===== src/rtl/ffpa_pkg.sv =====
`timescale 1ns / 1ps
// ----------------------------------------------------------------------------
// ffpa_pkg: shared types and constants of the first-fit page allocator
// Holds the default sizes, the command codes and the controller interface.
// ----------------------------------------------------------------------------
package ffpa_pkg;

  localparam int unsigned DefHeapBytes   = 1048576;
  localparam int unsigned DefPageBytes   = 1024;
  localparam int unsigned DefHeaderBytes = 16;
  localparam int unsigned DefMaxChunks   = 1024;

  localparam int unsigned OffW = 20;
  localparam int unsigned ReqW = 21;
  localparam int unsigned LenW = 25;

  localparam logic CmdAlloc = 1'b0;
  localparam logic CmdFree  = 1'b1;

  // Commands from controller to datapath.
  typedef struct packed {
    logic load;       // capture the item
    logic rd_cur;     // read the chain at the cursor
    logic step;       // advance cursor to next link
    logic rd_nb;      // read neighbours of the cursor
    logic do_alloc;   // perform allocate write-back
    logic do_free;    // perform free write-back step
    logic [1:0] wstep;
    logic fail;
    logic emit;
    logic clr;        // clearing pass write
  } ffpa_cmd_t;

  // Status from datapath to controller.
  typedef struct packed {
    logic hit;
    logic at_end;
    logic clr_done;
  } ffpa_sts_t;

endpackage


===== src/rtl/ffpa_ctrl.sv =====
`timescale 1ns / 1ps
// ----------------------------------------------------------------------------
// ffpa_ctrl: sequencer of the allocator
// Walks the chain, fetches neighbours and steps through the write-back.
// ----------------------------------------------------------------------------
module ffpa_ctrl import ffpa_pkg::*; #(
  parameter int unsigned MaxChunks = DefMaxChunks
) (
  input  logic      clk_i,
  input  logic      rst_ni,
  input  logic      start_i,
  input  logic      command_i,
  output logic      busy_o,
  output logic      done_o,
  output ffpa_cmd_t cmd_o,
  input  ffpa_sts_t sts_i
);
  localparam int unsigned SW = $clog2(MaxChunks);
  localparam int unsigned CntW = SW + 1;
  localparam logic [3:0] StClr = 4'd0, StIdle = 4'd1, StRd = 4'd2, StChk = 4'd3,
                         StNb0 = 4'd4, StNb1 = 4'd5, StNb2 = 4'd6, StNb3 = 4'd7,
                         StWr0 = 4'd8, StWr1 = 4'd9, StWr2 = 4'd10, StOut = 4'd11;

  logic [3:0] st_q, st_d;
  logic [CntW-1:0] steps_q, steps_d;
  logic cmd_q, fail_q, fail_d;

  always_comb begin
    st_d = st_q; steps_d = steps_q; fail_d = fail_q;
    cmd_o = '0;
    cmd_o.fail = fail_q;
    unique case (st_q)
      StClr: begin
        cmd_o.clr = 1'b1;
        if (sts_i.clr_done) st_d = StIdle;
      end
      StIdle: begin
        if (start_i) begin
          cmd_o.load = 1'b1; steps_d = '0; fail_d = 1'b0; st_d = StRd;
        end
      end
      StRd: st_d = StChk;
      StChk: begin
        steps_d = steps_q + CntW'(1);
        if (sts_i.hit) begin
          cmd_o.rd_cur = 1'b1;
          st_d = (cmd_q == CmdFree) ? StNb0 : StWr0;
        end else if (sts_i.at_end || steps_q == CntW'(MaxChunks - 1)) begin
          fail_d = (cmd_q == CmdAlloc); st_d = StOut;
        end else begin
          cmd_o.step = 1'b1; st_d = StRd;
        end
      end
      StNb0: begin cmd_o.rd_nb = 1'b1; st_d = StNb1; end
      StNb1: begin cmd_o.rd_nb = 1'b1; st_d = StNb2; end
      StNb2: begin cmd_o.rd_nb = 1'b1; st_d = StNb3; end
      StNb3: st_d = StWr0;
      StWr0: begin
        cmd_o.wstep = 2'd0;
        cmd_o.do_alloc = (cmd_q == CmdAlloc);
        cmd_o.do_free  = (cmd_q == CmdFree);
        st_d = StWr1;
      end
      StWr1: begin
        cmd_o.wstep = 2'd1;
        cmd_o.do_alloc = (cmd_q == CmdAlloc);
        cmd_o.do_free  = (cmd_q == CmdFree);
        st_d = StWr2;
      end
      StWr2: begin
        cmd_o.wstep = 2'd2;
        cmd_o.do_free = (cmd_q == CmdFree);
        st_d = StOut;
      end
      StOut: begin cmd_o.emit = 1'b1; st_d = StIdle; end
      default: st_d = StIdle;
    endcase
  end

  always_ff @(posedge clk_i or negedge rst_ni) begin
    if (!rst_ni) begin
      st_q <= StClr; steps_q <= '0; cmd_q <= 1'b0; fail_q <= 1'b0; done_o <= 1'b0;
    end else begin
      st_q <= st_d; steps_q <= steps_d; fail_q <= fail_d;
      done_o <= cmd_o.emit;
      if (cmd_o.load) cmd_q <= command_i;
    end
  end

  assign busy_o = (st_q != StIdle);
endmodule


===== config.mk =====
export PLATFORM = sky130hd
export DESIGN_NAME = ffpa_ctrl
export DESIGN_NICKNAME = d
export VERILOG_FILES = /design/src/rtl/ffpa_pkg.sv /design/src/rtl/ffpa_ctrl.sv
export SDC_FILE = /design/constraint.sdc
export NUM_CORES = 1
export LEC_CHECK = 0
export BUFFER_PORTS_ARGS = -buffer_cell sky130_fd_sc_hd__buf_2
export CORE_UTILIZATION = 55
export CTS_CLUSTER_SIZE = 28
export DETAILED_ROUTE_END_ITERATION = 6
export PLACE_DENSITY = 0.88
export SLEW_MARGIN = 20
export SYNTH_ARGS = -nofsm -noshare
export SYNTH_HDL_FRONTEND = slang
export SYNTH_SLANG_ARGS = --single-unit

===== constraint.sdc =====
create_clock -name clk_i -period 4.3 [get_ports clk_i]
set_input_delay 0.215 -clock clk_i [delete_from_list [all_inputs] [get_ports clk_i]]
set_output_delay 0.215 -clock clk_i [all_outputs]
set_load 0.01 [all_outputs]

* Word level (Yosys, flattened, before mapping)
Index checks and enable logic that the tools add are counted.
Cells by class: $add $sub $neg 1, equal/unequal tests 17, multiplexer cells 23, bitwise gates (word level) 1, reductions and logical operators 8
Operators with widths (number):
- $pmux W4 S11 | 1
- $pmux W11 S2 | 1
- $mux W4 | 5
- $eq A4 B3 Y1 const B | 4
- $eq A4 B4 Y1 const B | 4
- $mux W1 | 12
- $add A11 B1 Y11 const B | 1
- $eq A11 B10 Y1 const B | 1
- $mux W11 | 1
- $pmux W3 S3 | 1
- $eq A4 B2 Y1 const B | 2
- $ne A2 B2 Y1 const B | 4
- $eq A4 B1 Y1 const B | 1
- $logic_not A4 Y1 | 1
- $ne A4 B1 Y1 const B | 1
- $reduce_and A2 Y1 | 2
- $reduce_and A4 Y1 | 1
- $reduce_or A3 Y1 | 1
- $mux W2 | 1
- $pmux W1 S2 | 1
- $reduce_bool A2 Y1 | 1
- $reduce_or A2 Y1 | 1
- $logic_or A1 B1 Y1 | 1
- $not A1 Y1 | 1
Word-level totals: flip-flop bits (word level) 18, input port bits 7, output and inout bits 13, logic and storage cells 55

* Depth between registers and ports, before layout
word-level depth 5, depth in mapped cells 6, depth with buffers taken out 5

* Worst setup path before layout
OpenSTA, ideal clock, no wires.
path type flip-flop to output port, start register steps_q[0], end output cmd_o[8] in the netlist's numbering, arrival 1.348 ns, data required time 4.085 ns, slack 2.737 ns, cell stages (with the launch flop) 5, buffers on the path 0, path through dfrtp_1 ha_1 and4b_1 a41oi_2 nor3b_1
RTL lines:
- start, declared | line ffpa_ctrl.sv:25 | logic [CntW-1:0] steps_q, steps_d;
- start signal, assigned | line ffpa_ctrl.sv:84 | st_q <= st_d; steps_q <= steps_d; fail_q <= fail_d;
- end, declared | line ffpa_ctrl.sv:15 | output ffpa_cmd_t cmd_o,

==> results.cfg <==
[run_status]
status = finished clean

[route]
vias = 888
postRouteAntennaNets = 0
drc = 0
avgViaCountPerCell = 5.92
routed_wl_um = 2170
dr.first_iter.drc_count = 32
avgRoutedWirePerCell_um = 14.5
drt_pre_antenna_iters = 4

[synth]
synth_edf_count = 0
ys_seq_elements = 18
synth_area_um2 = 1010
avgSynthCellArea_um2 = 9.45
syn_nets = 115
synth_top_flop_cell = dfrtp_1
synthArstFlopShare = 1.00
ys_seq_area_frac = 0.446
syn_inst = 107
yosysUniqueCellTypes = 36
ys_warn_count = 0

[clock_network]
path_clk_slew_ns = 0.11
h-tree-depth = 1
root_buffer = clkbuf_4
cts_resized = 0
clk_latency_ns = 0.30
clock_path_buffers = 2
cts_tree = built
cts_hold_buf = 1
post_cts_buffers = 0
numCtsBuffers = 3
clkSinkCount = 18

[critical_path]
cp-start-kind = register
worst-path-max-fanout = 12
worstPathRequired_ns = 4.09
cp.arrival_ns = 1.82
worst-setup-path-type = register to primary output
cp-end-kind = primary output

[place]
place.gp.congestion = 0.800
placedInstanceArea_um2 = 1110
hpwlAfterDp_um = 1490
port_buffers = 19

[power_and_ir_drop]
power.density_nw_per_um2 = 611
ir_drop_v = 0.000461
p_leak_uw = 0.000549

[timing]
max_freq_mhz = 490
clock-skew-final_ns = 0.00488
setup_viol = 0
fin_crit_sh = 0.474
rsz0062_at_grt = false
period_needed_ns = 2.04
hold_viol = 0
slew_headroom = 0.719
worst_pin_slew_ns = 0.417
fin_setup_tns_ns = 0
slew_violations = 0

[global_route]
overflow = 0
antenna_found_initial = 0
grt_pass1_vias = 721
grt_usage = 0.229
grt_max_degree = 19
grt_pass1_wl_um = 3320

[die]
core_area_um2 = 1730
row_count = 15
die_x_um = 44.9
io_pins = 20
die-area_um2 = 2010
initial_core_util = 0.586
die_h_um = 44.9

[layout]
fin_nets = 134
layout_commonest_cell = buf_2
n_antenna_cell = 0
postLayoutCellArea_um2 = 1150
area_delta_synth_final_pct = 14.1
final_cell_mix = buf_2, dfrtp_1, nand2_1, o21ai_0, nor2_1
drive_gt1_frac = 0.256

[min_path]
min_path_type = primary input to register

[run]
maxCapViolCount = 0
-- power by group --
part | internal (uW) | switching, uW
Clock | 51.7 | 56.8
Combinational | 131 | 174
Sequential | 215 | 76.2
-- state kept, by name (all words and copies together) (netlist names) --
register and cells:
cmd_q 1, done_o 1, st_q 4, steps_q 11, fail_q 1
-- worst paths after layout --
kind	from	to	slack [ns]	depth (start not counted)
worst max register to register	st_q[2]	steps_q[6]	2.46	4
worst max-delay path	st_q[3]	cmd_o[10]	2.26	4
min in group asynchronous	rst_ni	st_q[0]	0.36	2
worst min register to register	steps_q[7]	steps_q[7]	0.49	1
max in group asynchronous	rst_ni	steps_q[6]	3.65	2
worst min-delay path	sts_i[0]	st_q[0]	0.14	3
-- synthesized netlist by cell type, types with 2 or more instances --
cell type  count  area, um^2
nor3_1         3        15.0
buf_2          2        10.0
a31oi_1        2        12.5
o21ai_0       13        65.1
clkbuf_1       2        7.51
mux2i_1        5        50.1
nor2_1         6        22.5
nand2_1       13        48.8
nand4_1        4        25.0
nand3_1        5        25.0
a21oi_1        3        15.0
nor3b_1        4        30.0
dfrtp_1       18         450
inv_1          5        18.8
-- cells by family after synthesis --
family,count (synthesis),synth area share
AO/OA/AOI/OAI,25,0.168
adder cells (fa/ha/maj),1,0.0124
buffers and inverters,11,0.0483
flip-flops,18,0.446
multiplexers,5,0.0495
AND/OR/NAND/NOR,47,0.276
-- through the flow --
step	hold slack (ns)	utilization	std cells	power, uW	setup WS [ns]
after floorplan	-0.0806	-	107	513	2.74
after global placement	0.166	0.641	145	577	2.58
after detailed placement	0.170	0.641	145	591	2.51
after CTS	0.141	0.668	150	699	2.27
after global routing	0.131	0.668	150	749	2.14
final	0.135	0.668	150	705	2.26
-- critical path: stages, from the launching register on --
cell	delay (ns)
dfrtp_1	0.52
nor4b_2	0.45
nand2_1	0.29
inv_1	0.13
buf_2	0.13
-- final cells by class --
type                       instances  area (um^2)
fill                             146          573
multi-input combinational         78          512
sequential                        18          450
timing repair buffer              20          105
clock buffer                       4         36.3
tap                               25         31.3
inverter                           5         18.8
-- layer usage --
metal / global-route usage / vias up / wire length, um
li1: - / 431 / -
met1: 0.325 / 414 / 942
met2: 0.353 / 39 / 1060
met3: 0.0240 / 4 / 139
met4: 0.109 / 0 / 25
met5: 0 / - / 0
Power figures use the tool's default switching activity.
